<file path="config.mk">
export PLATFORM = sky130hd
export DESIGN_NAME = sha1_stream_hasher
export DESIGN_NICKNAME = d
export VERILOG_FILES = /design/src/sv/shs_pkg.sv /design/src/sv/shs_ram.sv /design/src/sv/shs_engine.sv /design/src/sv/sha1_stream_hasher.sv
export SDC_FILE = /design/constraint.sdc
export NUM_CORES = 2
export LEC_CHECK = 0
export BUFFER_PORTS_ARGS = -buffer_cell sky130_fd_sc_hd__clkbuf_2
export CAP_MARGIN = 20
export CELL_PAD_IN_SITES_DETAIL_PLACEMENT = 1
export CELL_PAD_IN_SITES_GLOBAL_PLACEMENT = 1
export CORE_UTILIZATION = 55
export CTS_CLUSTER_DIAMETER = 150
export DETAILED_ROUTE_END_ITERATION = 8
export PLACE_DENSITY_LB_ADDON = 0.1
export RECOVER_POWER = 25
export SLEW_MARGIN = 40
export SYNTH_ARGS = -nofsm -noshare
export SYNTH_HDL_FRONTEND = slang
export SYNTH_SLANG_ARGS = --single-unit
</file>
<file path="constraint.sdc">
create_clock -name clock -period 17.41 [get_ports clock]
set_input_delay 1.741 -clock clock [delete_from_list [all_inputs] [get_ports clock]]
set_output_delay 1.741 -clock clock [all_outputs]
set_load 0.005 [all_outputs]
</file>
<file path="src/sv/shs_pkg.sv">
// shs_pkg: shared constants, types and round constants for the SHA-1 stream hasher.
// No dependencies; imported by shs_ram users, shs_engine and sha1_stream_hasher.
`timescale 1ns / 1ps

package shs_pkg;

   localparam int WORD_W       = 32;
   localparam int SCHED_DEPTH  = 16;
   localparam int SCHED_AW     = 4;
   localparam int READ_PORTS   = 4;
   localparam int ROUNDS       = 80;
   localparam int DIGEST_WORDS = 5;
   localparam int INDEX_W      = 3;

   typedef logic [WORD_W-1:0] word_type;
   typedef word_type [0:DIGEST_WORDS-1] chain_type;
   typedef logic [SCHED_AW-1:0] sched_addr_type;
   typedef sched_addr_type [0:READ_PORTS-1] sched_raddr_type;
   typedef word_type [0:READ_PORTS-1] sched_rdata_type;

   localparam chain_type H_INIT = '{
      32'h67452301, 32'hEFCDAB89, 32'h98BADCFE, 32'h10325476, 32'hC3D2E1F0
   };

   localparam word_type K_R0 = 32'h5A827999;
   localparam word_type K_R1 = 32'h6ED9EBA1;
   localparam word_type K_R2 = 32'h8F1BBCDC;
   localparam word_type K_R3 = 32'hCA62C1D6;

   localparam logic [7:0] PAD_MARK = 8'h80;
   localparam logic [5:0] LEN_POS  = 6'd56;
   localparam logic [5:0] LAST_POS = 6'd63;

   typedef struct packed {
      logic start;
      logic reinit;
   } eng_ctl_type;

   typedef struct packed {
      logic busy;
   } eng_stat_type;

   typedef struct packed {
      logic            wr_en;
      sched_addr_type  wr_addr;
      word_type        wr_data;
      sched_raddr_type rd_addr;
   } sched_req_type;

endpackage

</file>
<file path="src/sv/shs_ram.sv">
// shs_ram: generic synchronous RAM, one write port, two read ports, registered read.
// No dependencies.
`timescale 1ns / 1ps

module shs_ram #(
   parameter int WIDTH = 32,
   parameter int DEPTH = 16
) (
   input  logic                     clock,
   input  logic                     wr_en,
   input  logic [$clog2(DEPTH)-1:0] wr_addr,
   input  logic [WIDTH-1:0]         wr_data,
   input  logic [$clog2(DEPTH)-1:0] rd_addr_a,
   input  logic [$clog2(DEPTH)-1:0] rd_addr_b,
   output logic [WIDTH-1:0]         rd_data_a,
   output logic [WIDTH-1:0]         rd_data_b
);

   logic [WIDTH-1:0] mem_ff [DEPTH];

   always_ff @(posedge clock) begin
      if (wr_en) begin
         mem_ff[wr_addr] <= wr_data;
      end
      rd_data_a <= mem_ff[rd_addr_a];
      rd_data_b <= mem_ff[rd_addr_b];
   end

endmodule

</file>
<file path="src/sv/shs_engine.sv">
// shs_engine: SHA-1 compression, one round a cycle, schedule words held in RAM.
// Owns the chaining value and working registers. Depends on shs_pkg.
`timescale 1ns / 1ps

module shs_engine
   import shs_pkg::*;
(
   input  logic            clock,
   input  logic            reset,
   input  eng_ctl_type     ctl,
   input  sched_rdata_type rd_data,
   output sched_req_type   sreq,
   output eng_stat_type    stat,
   output chain_type       chain
);

   typedef enum logic [1:0] {E_IDLE, E_RUN, E_FOLD} st_type;

   st_type    st_ff, st_in;
   logic [6:0] rnd_ff, rnd_in;
   chain_type chain_ff, chain_in;
   chain_type wrk_ff, wrk_in;

   logic [6:0] iss;
   word_type   w_mix, w_cur, f_val, k_val, t_val;
   word_type   a, b, c, d, e;

   assign a = wrk_ff[0];
   assign b = wrk_ff[1];
   assign c = wrk_ff[2];
   assign d = wrk_ff[3];
   assign e = wrk_ff[4];

   // reads for the next round are issued during the current round, as the RAM read is registered
   assign iss = (st_ff == E_IDLE) ? 7'd0 : rnd_ff + 7'd1;

   assign sreq.rd_addr[0] = iss[SCHED_AW-1:0] + 4'd13;
   assign sreq.rd_addr[1] = iss[SCHED_AW-1:0] + 4'd8;
   assign sreq.rd_addr[2] = iss[SCHED_AW-1:0] + 4'd2;
   assign sreq.rd_addr[3] = iss[SCHED_AW-1:0];

   assign w_mix = rd_data[0] ^ rd_data[1] ^ rd_data[2] ^ rd_data[3];
   assign w_cur = (rnd_ff < 7'(SCHED_DEPTH)) ? rd_data[3] : {w_mix[30:0], w_mix[31]};

   always_comb begin
      if (rnd_ff < 7'd20) begin
         f_val = (b & c) | (~b & d);
         k_val = K_R0;
      end else if (rnd_ff < 7'd40) begin
         f_val = b ^ c ^ d;
         k_val = K_R1;
      end else if (rnd_ff < 7'd60) begin
         f_val = (b & c) | (b & d) | (c & d);
         k_val = K_R2;
      end else begin
         f_val = b ^ c ^ d;
         k_val = K_R3;
      end
   end

   assign t_val = {a[26:0], a[31:27]} + f_val + e + k_val + w_cur;

   assign sreq.wr_en   = (st_ff == E_RUN) && (rnd_ff >= 7'(SCHED_DEPTH));
   assign sreq.wr_addr = rnd_ff[SCHED_AW-1:0];
   assign sreq.wr_data = w_cur;

   assign stat.busy = (st_ff != E_IDLE);
   assign chain     = chain_ff;

   always_comb begin
      st_in    = st_ff;
      rnd_in   = rnd_ff;
      chain_in = chain_ff;
      wrk_in   = wrk_ff;
      case (st_ff)
         E_IDLE: begin
            if (ctl.start) begin
               st_in  = E_RUN;
               rnd_in = 7'd0;
               wrk_in = chain_ff;
            end
            if (ctl.reinit) begin
               chain_in = H_INIT;
            end
         end
         E_RUN: begin
            wrk_in = '{t_val, a, {b[1:0], b[31:2]}, c, d};
            rnd_in = rnd_ff + 7'd1;
            if (rnd_ff == 7'(ROUNDS - 1)) begin
               st_in = E_FOLD;
            end
         end
         E_FOLD: begin
            for (int i = 0; i < DIGEST_WORDS; i++) begin
               chain_in[i] = chain_ff[i] + wrk_ff[i];
            end
            st_in = E_IDLE;
         end
         default: begin
            st_in = E_IDLE;
         end
      endcase
   end

   always_ff @(posedge clock) begin
      wrk_ff <= wrk_in;
      rnd_ff <= rnd_in;
      if (reset) begin
         st_ff    <= E_IDLE;
         chain_ff <= H_INIT;
      end else begin
         st_ff    <= st_in;
         chain_ff <= chain_in;
      end
   end

`ifndef NO_ASSERTIONS
   a_start_idle: assert property (@(posedge clock) disable iff (reset)
      ctl.start |-> st_ff == E_IDLE)
      else $error("compression started while busy");

   a_round_range: assert property (@(posedge clock) disable iff (reset)
      st_ff == E_RUN |-> rnd_ff < 7'(ROUNDS))
      else $error("round counter out of range");
`endif

endmodule

</file>
<file path="src/sv/sha1_stream_hasher.sv">
// sha1_stream_hasher: streaming SHA-1, byte intake, padding sequencer and digest output.
// Depends on shs_pkg, shs_ram and shs_engine.
`timescale 1ns / 1ps
//
//  channel  dir  ports                                              beat
//  req      in   req_valid req_stall req_kind req_data_byte         one byte or finish
//  rsp      out  rsp_valid rsp_stall rsp_digest_word               one digest word
//                rsp_word_index rsp_last
//
//  A data byte is taken in the cycle it is offered; the 64th byte of a block starts a
//  compression (kick, 80 rounds, fold, handback) in the one-round-a-cycle engine reading
//  the schedule RAM. A finish adds the pad bytes (up to 72), one or two compressions, then
//  5 digest beats; req_stall stays high from the finish until the last beat is taken.
//  Reset needs no clearing pass. rsp_stall holds the current word in place.

module sha1_stream_hasher
   import shs_pkg::*;
(
   input  logic                 clock,
   input  logic                 reset,
   input  logic                 req_valid,
   output logic                 req_stall,
   input  logic                 req_kind,
   input  logic [7:0]           req_data_byte,
   output logic                 rsp_valid,
   input  logic                 rsp_stall,
   output logic [WORD_W-1:0]    rsp_digest_word,
   output logic [INDEX_W-1:0]   rsp_word_index,
   output logic                 rsp_last
);

   typedef enum logic [2:0] {S_IDLE, S_PAD, S_KICK, S_WAIT, S_OUT} st_type;

   st_type             st_ff, st_in;
   logic [63:0]        count_ff, count_in;
   logic [7:0][7:0]    len_ff, len_in;
   logic [23:0]        asm_ff, asm_in;
   logic               fin_ff, fin_in;
   logic               lenph_ff, lenph_in;
   logic [INDEX_W-1:0] idx_ff, idx_in;

   logic [5:0]         pos;
   logic               push_en, push_wr, in_len;
   logic [7:0]         push_byte;

   eng_ctl_type        eng_ctl;
   eng_stat_type       eng_stat;
   sched_req_type      sreq;
   sched_rdata_type    rd_data;
   chain_type          chain;

   logic               ram_wr_en;
   sched_addr_type     ram_wr_addr;
   word_type           ram_wr_data;

   assign pos     = count_ff[8:3];
   assign in_len  = lenph_ff || (pos == LEN_POS);
   assign push_wr = push_en && (pos[1:0] == 2'd3);

   always_comb begin
      st_in     = st_ff;
      count_in  = count_ff;
      len_in    = len_ff;
      asm_in    = asm_ff;
      fin_in    = fin_ff;
      lenph_in  = lenph_ff;
      idx_in    = idx_ff;
      push_en   = 1'b0;
      push_byte = 8'd0;
      eng_ctl   = '0;
      case (st_ff)
         S_IDLE: begin
            if (req_valid) begin
               push_en = 1'b1;
               if (req_kind) begin
                  push_byte = PAD_MARK;
                  len_in    = count_ff;
                  fin_in    = 1'b1;
                  lenph_in  = 1'b0;
                  st_in     = S_PAD;
               end else begin
                  push_byte = req_data_byte;
               end
            end
         end
         S_PAD: begin
            push_en   = 1'b1;
            push_byte = in_len ? len_ff[~pos[2:0]] : 8'd0;
            lenph_in  = in_len;
         end
         S_KICK: begin
            eng_ctl.start = 1'b1;
            st_in         = S_WAIT;
         end
         S_WAIT: begin
            if (!eng_stat.busy) begin
               if (!fin_ff) begin
                  st_in = S_IDLE;
               end else if (lenph_ff) begin
                  st_in  = S_OUT;
                  idx_in = '0;
               end else begin
                  st_in = S_PAD;
               end
            end
         end
         S_OUT: begin
            if (!rsp_stall) begin
               idx_in = idx_ff + 3'd1;
               if (idx_ff == INDEX_W'(DIGEST_WORDS - 1)) begin
                  eng_ctl.reinit = 1'b1;
                  count_in       = '0;
                  fin_in         = 1'b0;
                  lenph_in       = 1'b0;
                  st_in          = S_IDLE;
               end
            end
         end
         default: begin
            st_in = S_IDLE;
         end
      endcase
      if (push_en) begin
         asm_in   = {asm_ff[15:0], push_byte};
         count_in = count_ff + 64'd8;
         if (pos == LAST_POS) begin
            st_in = S_KICK;
         end
      end
   end

   always_comb begin
      if (eng_stat.busy) begin
         ram_wr_en   = sreq.wr_en;
         ram_wr_addr = sreq.wr_addr;
         ram_wr_data = sreq.wr_data;
      end else begin
         ram_wr_en   = push_wr;
         ram_wr_addr = pos[5:2];
         ram_wr_data = {asm_ff, push_byte};
      end
   end

   always_ff @(posedge clock) begin
      asm_ff <= asm_in;
      len_ff <= len_in;
      idx_ff <= idx_in;
      if (reset) begin
         st_ff    <= S_IDLE;
         count_ff <= '0;
         fin_ff   <= 1'b0;
         lenph_ff <= 1'b0;
      end else begin
         st_ff    <= st_in;
         count_ff <= count_in;
         fin_ff   <= fin_in;
         lenph_ff <= lenph_in;
      end
   end

   assign req_stall       = (st_ff != S_IDLE);
   assign rsp_valid       = (st_ff == S_OUT);
   assign rsp_digest_word = chain[idx_ff];
   assign rsp_word_index  = idx_ff;
   assign rsp_last        = (idx_ff == INDEX_W'(DIGEST_WORDS - 1));

   // schedule memory, duplicated for four reads a cycle
   shs_ram #(
      .WIDTH (WORD_W),
      .DEPTH (SCHED_DEPTH)
   ) u_sched_lo (
      .clock     (clock),
      .wr_en     (ram_wr_en),
      .wr_addr   (ram_wr_addr),
      .wr_data   (ram_wr_data),
      .rd_addr_a (sreq.rd_addr[0]),
      .rd_addr_b (sreq.rd_addr[1]),
      .rd_data_a (rd_data[0]),
      .rd_data_b (rd_data[1])
   );

   shs_ram #(
      .WIDTH (WORD_W),
      .DEPTH (SCHED_DEPTH)
   ) u_sched_hi (
      .clock     (clock),
      .wr_en     (ram_wr_en),
      .wr_addr   (ram_wr_addr),
      .wr_data   (ram_wr_data),
      .rd_addr_a (sreq.rd_addr[2]),
      .rd_addr_b (sreq.rd_addr[3]),
      .rd_data_a (rd_data[2]),
      .rd_data_b (rd_data[3])
   );

   shs_engine u_engine (
      .clock   (clock),
      .reset   (reset),
      .ctl     (eng_ctl),
      .rd_data (rd_data),
      .sreq    (sreq),
      .stat    (eng_stat),
      .chain   (chain)
   );

`ifndef NO_ASSERTIONS
   a_no_load_in_rounds: assert property (@(posedge clock) disable iff (reset)
      push_wr |-> !eng_stat.busy)
      else $error("buffer write while compression runs");

   a_clear_after_digest: assert property (@(posedge clock) disable iff (reset)
      rsp_valid && !rsp_stall && rsp_last |=> count_ff == 64'd0 && !fin_ff)
      else $error("state not cleared after last digest beat");
`endif

endmodule
</file>
# Yosys cells after proc, flatten, opt, wreduce, memory -nomap -nowiden
# Memory sizes are Yosys's and may differ from the RTL's. A register that Yosys moved wholly into a read port is not among the register bits.
# Cells that the tools add are included.
# word_totals
n_memories,2
wordCells,173
ramBits,1024
reg_bits,489
# op_classes
add_sub_neg,15
muxes,64
bitwise_logic,15
n_reduce_logical,22
n_eq_ne,22
order_cmp,7
# memory_table
name,words,width,read_ports,rd_ports_with_merged_regs,write_ports,line_no,source
u_sched_hi.mem_ff,16,32,2,2,1,shs_ram.sv:19,logic [WIDTH-1:0] mem_ff [DEPTH];
u_sched_lo.mem_ff,16,32,2,2,1,shs_ram.sv:19,
# op_table
op,count
$pmux 160 s2,2
$mux 160,2
$add 32x32->32,9
$mux 32,9
$mux 64,4
$xor 32x32->32,5
$and 32x32->32,4
$bmux 32 s3,1
$or 32x32->32,3
$add 64x4->64 const B,1
$mux 3,13
$mux 8,4
$not 32->32,1
$mux 31,1
$bmux 8 s3,1
$ne 2x2->1 const B,9
$pmux 8 s2,1
$pmux 3 s5,1
$reduce_and 5->1,3
$lt 7x5->1 const B,2
$lt 7x6->1 const B,2
$mux 1,14
$pmux 7 s2,1
$reduce_bool 2->1,7
31 further kinds,45

# Depth between registers and ports, before layout
# logic_depth
depth_word,11
depth_mapped,24
depth_no_buf,22

# Hierarchy
# From an unflattened synthesis, not the netlist that was laid out.
# hier_totals
cells_unflattened,6086
area_unflattened_um2,83164.8
# by_module_without_submodules
module,area_each_um2,seq_area_each_um2,cells_per_inst,n_inst
shs_ram,24186.9,16656.0,1141,2
shs_engine,26430.3,8257.9,3034,1
sha1_stream_hasher,8360.5,3963.8,770,1

# Least setup slack after synthesis
# No wires, ideal clock.
# synth_timing
path_kind,register -> register
startpoint,reg st_ff[2]
endpoint,reg u_engine.wrk_ff (netlist bit u_engine.a[0]) (enable)
stages_incl_launch_ff,5
t_arrival_ps,7654
slack_ps,9060
period_less_slack_ps,8350
cell_sequence,dfxtp_1 buf_2 nor2b_1 a21oi_1 nor2_1
# synth_via
elab_chain_len,4
# synth_rtl
item,line_no,source
"start, declared",sha1_stream_hasher.sv:34,"st_type st_ff, st_in;"
"start signal, assigned",sha1_stream_hasher.sv:154,st_ff <= st_in;
$eq 3x2->1,sha1_stream_hasher.sv:71,case (st_ff)
$mux 1,sha1_stream_hasher.sv:71,
$ne 2x2->1 (no source line),n/a,
$reduce_and 2->1 (no source line),n/a,
"end signal, assigned",shs_engine.sv:106,wrk_ff <= wrk_in;
"end, declared",shs_engine.sv:22,"chain_type wrk_ff, wrk_in;"
# Every way passes these cells.
# A chain may end at the register's enable or synchronous reset.

==> results.cfg <==
[run_status]
run_status = finished with violations
violated_checks = max-capacitance violations, max-slew violations

[floorplan]
design.die.area_um2 = 121400
placementRows = 126
die_width_um = 348.4
io_pins = 51
core_footprint_um2 = 118600
initial_core_util_pct = 55.67
chipHeight_um = 348.4

[setup_path]
worst-path-max-fanout = 82
critical_path_arrival_ns = 7.54
regToRegEndpoint = u_engine.d[16]
ordered_cell_list_for_the_critical_path = inv_1 -> nand2_1 -> clkbuf_1 -> buf_6 -> o21ai_0
critical_path.top_delay_family = buffers and inverters
r2r_path_start = u_engine.st_ff[1]
slowest_stage = clkbuf_1
crit_required_ns = 17.90
worstSetupEndpointType = flop
max_stage_delay_ns = 3.00
regToRegSetupSlack_ns = 10.36
ff2ff_path_depth = 5
cp_num_buf_inv = 3
crit_type = reg -> reg
setup.worst_path.start_class = flop

[sta]
finClkSkew_ns = 0.04079
setup-violations-final = 0
fin_setup_tns_ns = 0
fmax_mhz = 141.9
unrepaired_setup_endpoints_after_global_routing = no
slew_violations = 665
finalCriticalPeriod_ns = 7.046
hold_viol = 0
worst-slew-pin-transition_ns = 4.188
post_route_worst_setup_slack_ns = 10.36
relSlewSlack_pct = -179.2
final_min_period_over_clock_period_pct = 40.47

[routing]
wirelength_met1_mm = 89.05
route.antenna.remaining_nets = 0
route.detailed.wl_per_inst_um = 27.23
wire_length_on_met2_mm = 109.2
wl_mm = 227.5
drt_first_pass_iters = 5
met3WireLength_mm = 17.65
dr_total_vias = 55323
drtIter0Drc = 5226
topRoutingLayerUsed = met5
vias_per_cell = 6.622
detail_route.drc_violations = 0

[power]
relative_contribution_of_the_clock_network_to_total_power_pct = 48.6
power_per_cell_area_nw_per_um2 = 80.44
netsw_mw = 1.276
ir_drop_v = 0.0001068
p_int_mw = 4.534
power.leakage_nw = 27.40
seq_power_share_pct = 49.5
power_mw = 5.810
switching_share_pct = 21.96
pwr-share-comb_pct = 1.9

[clocking]
cts_inserted_buffers = 131
clkSinkCount = 1123
cts.repair.resized = 0
max-clock-path-buffers = 3
postCtsSetupBuffers = 0
clock_insertion_delay_worst_skew_ns = 0.80
cts.hold.buffers_added = 0
htreeDepth = 4
cts_root_buf = clkbuf_16
clkSlewWorstSetupHoldPaths_ns = 0.06
tritoncts = yes

[layout]
utilization_pct = 60.93
antenna_cell_count = 0
post-route-cell-area_um2 = 72230
fraction_of_layout_instances_using_a_drive_strength_above_1_pct = 10.11
layout.nets = 6984
syn2layout_area_growth_pct = 9.443

[global_route]
number_of_antenna_violations_at_the_first_check_in_global_routing = 5
globalRouteOverflowTotal = 0
total_track_usage_pct = 37.35
grt_max_degree = 168
grt_pass1_wl_mm = 345.5
grt_pass1_vias = 57176

[logic_synthesis]
synthXorXnorAreaFrac_pct = 3.397
yosys.area.top_type = edfxtp_1
post_synth_inst_count = 6779
synth_fa_ha_area_share_pct = 7.530
synth_compound_gate_area_share_pct = 11.45
synth_cell_type_count = 89
post_synth_main_area_contributors = edfxtp_1, dfxtp_1, nand2_1
synth-seq-area-share_pct = 45.69
number_of_flops_mapped_to_enable_cells_by_yosys = 767
synth_simple_gate_area_share_pct = 19.30
synth.area.mux_share_pct = 8.990
synth-warning-count = 0
mappedNetlistArea_um2 = 66000
synth-seq-cells = 1123
postSynthNetCount = 7119
dominant_combinational_cell_family_by_area_after_synthesis = simple AND/OR/NAND/NOR gates
synth_flop_cell = edfxtp_1
post-synth-top-area-fraction_pct = 34.90
synthesized_area_divided_by_synthesized_cell_count_um2 = 9.736
postSynth.asyncResetShare_pct = 0

[worst_hold_path]
min_to = asm_ff[22]
timing.hold.worst_path_depth = 0
hp-class = reg -> reg
min_from = asm_ff[14]

[flow_run]
drv_cap = 15

[placement]
io_buffers = 50
place.detailed.hpwl_mm = 145.6
place_worst_setup_slack_ns = 10.80
gpl.final_weighted_congestion = 0.9303
postPlaceCellArea_um2 = 67860
cell families after synthesis:
kind of cell,count (synthesis)
xor gates and xnor gates,256
buffers and inverters,633
AOI/OAI and AO/OA,1170
adders and majority gates,327
muxes,327
and+or+nand+nor,2943
DFF,1123
synth_stat cells (all sizes together), types with 7 or more instances:
cell / instances
nor2b: 18
fa: 117
nor3: 49
mux2: 76
o221ai: 17
dfxtp: 356
nand4: 22
and3: 99
nand3b: 8
or3: 57
xnor2: 178
a221o: 18
clkbuf: 342
nand3: 545
nand2b: 66
a211o: 7
and2: 18
a311oi: 108
o31ai: 16
edfxtp: 767
nor2: 256
mux4: 205
buf: 66
or2: 22
inv: 222
o21ai: 286
a31oi: 63
a22oi: 42
ha: 210
nand2: 1755
a21o: 94
o22ai: 42
o211ai: 47
o21bai: 22
xor2: 78
mux2i: 46
a211oi: 25
a21oi: 291
o21a: 23
sequential cells by signal, indices dropped and copies added (netlist names), 7 cells and up:
register              flops
u_sched_lo.mem_ff       512
u_engine.chain          160
count_ff                 61
len_ff                   61
u_engine.a               32
u_engine.b               32
u_engine.c               32
u_engine.d               32
u_engine.e               32
u_sched_hi.rd_data_a     32
u_sched_hi.rd_data_b     32
u_sched_lo.rd_data_a     32
u_sched_lo.rd_data_b     32
asm_ff                   24
u_engine.rnd_ff           7
worst register-to-register path: cells and delay by family, from the launching register on:
family                 cells  cell delay (ns)
AND/OR/NAND/NOR            1             1.98
buffers and inverters      3             4.00
flip-flops                 1             0.56
AO/OA/AOI/OAI              1             0.23
metal layers:
layer  global-route usage, %  vias to the layer above
li1                        -                    24081
met1                   47.66                    28090
met2                   61.48                     2504
met3                   6.496                      644
met4                   18.52                        4
met5                       0                        -
power by group through the flow:
| stage | logic (mW) | clock network [mW] | registers [mW] |
|---|---|---|---|
| 4_1_cts | 0.108 | 2.85 | 2.88 |
| 3_5_place_dp | 0.108 | 0 | 2.93 |
| 5_1_grt | 0.116 | 2.95 | 2.88 |
| 3_3_place_gp | 0.102 | 0 | 2.93 |
| 2_1_floorplan | 0.0669 | 0 | 2.93 |
| 6_report | 0.109 | 2.82 | 2.88 |
final cells by class:
class / count / area (um2)
clock buffers: 184 / 3711
inverters: 225 / 869.6
repair buffers: 140 / 1051
well taps: 1600 / 2002
multi-input cells: 5023 / 33740
flip-flops and latches: 1123 / 30160
fillers: 12944 / 46320
clock inverters: 60 / 699.4
per-stage QoR:
| stage | std cells | hold WS [ns] |
|---|---|---|
| after floorplan | 6779 | 0.4064 |
| after global placement | 8104 | 0.4331 |
| after detailed placement | 8109 | 0.4452 |
| after CTS | 8353 | 0.4554 |
| after global routing | 8355 | 0.4579 |
| final | 8355 | 0.4544 |
placed cells by master (no fill, tap or decap), drive strengths merged, types with 94 or more instances in the layout:
cell type / count
and3: 99
dfxtp: 356
mux4: 205
a311oi: 108
fa: 117
nand2: 1755
edfxtp: 767
nor2: 256
xnor2: 178
ha: 210
clkbuf: 249
a21o: 94
o21ai: 286
nand3: 545
a21oi: 291
inv: 227
worst max path at each step:
stage / start / end / slack [ns] / cells after the start
after detailed placement: u_engine.st_ff[1] / u_sched_lo.rd_data_a[10] / 10.80 / 10
after global placement: u_engine.st_ff[1] / u_sched_lo.rd_data_a[7] / 10.98 / 10
after global routing: u_engine.st_ff[1] / u_engine.d[16] / 10.02 / 5
after floorplan: st_ff[2] / u_engine.a[0] / 9.06 / 4
after CTS: u_engine.st_ff[1] / u_sched_lo.rd_data_a[6] / 10.78 / 10
final: u_engine.st_ff[1] / u_engine.d[16] / 10.36 / 5
No activity file was read; power rests on OpenSTA's default activity.
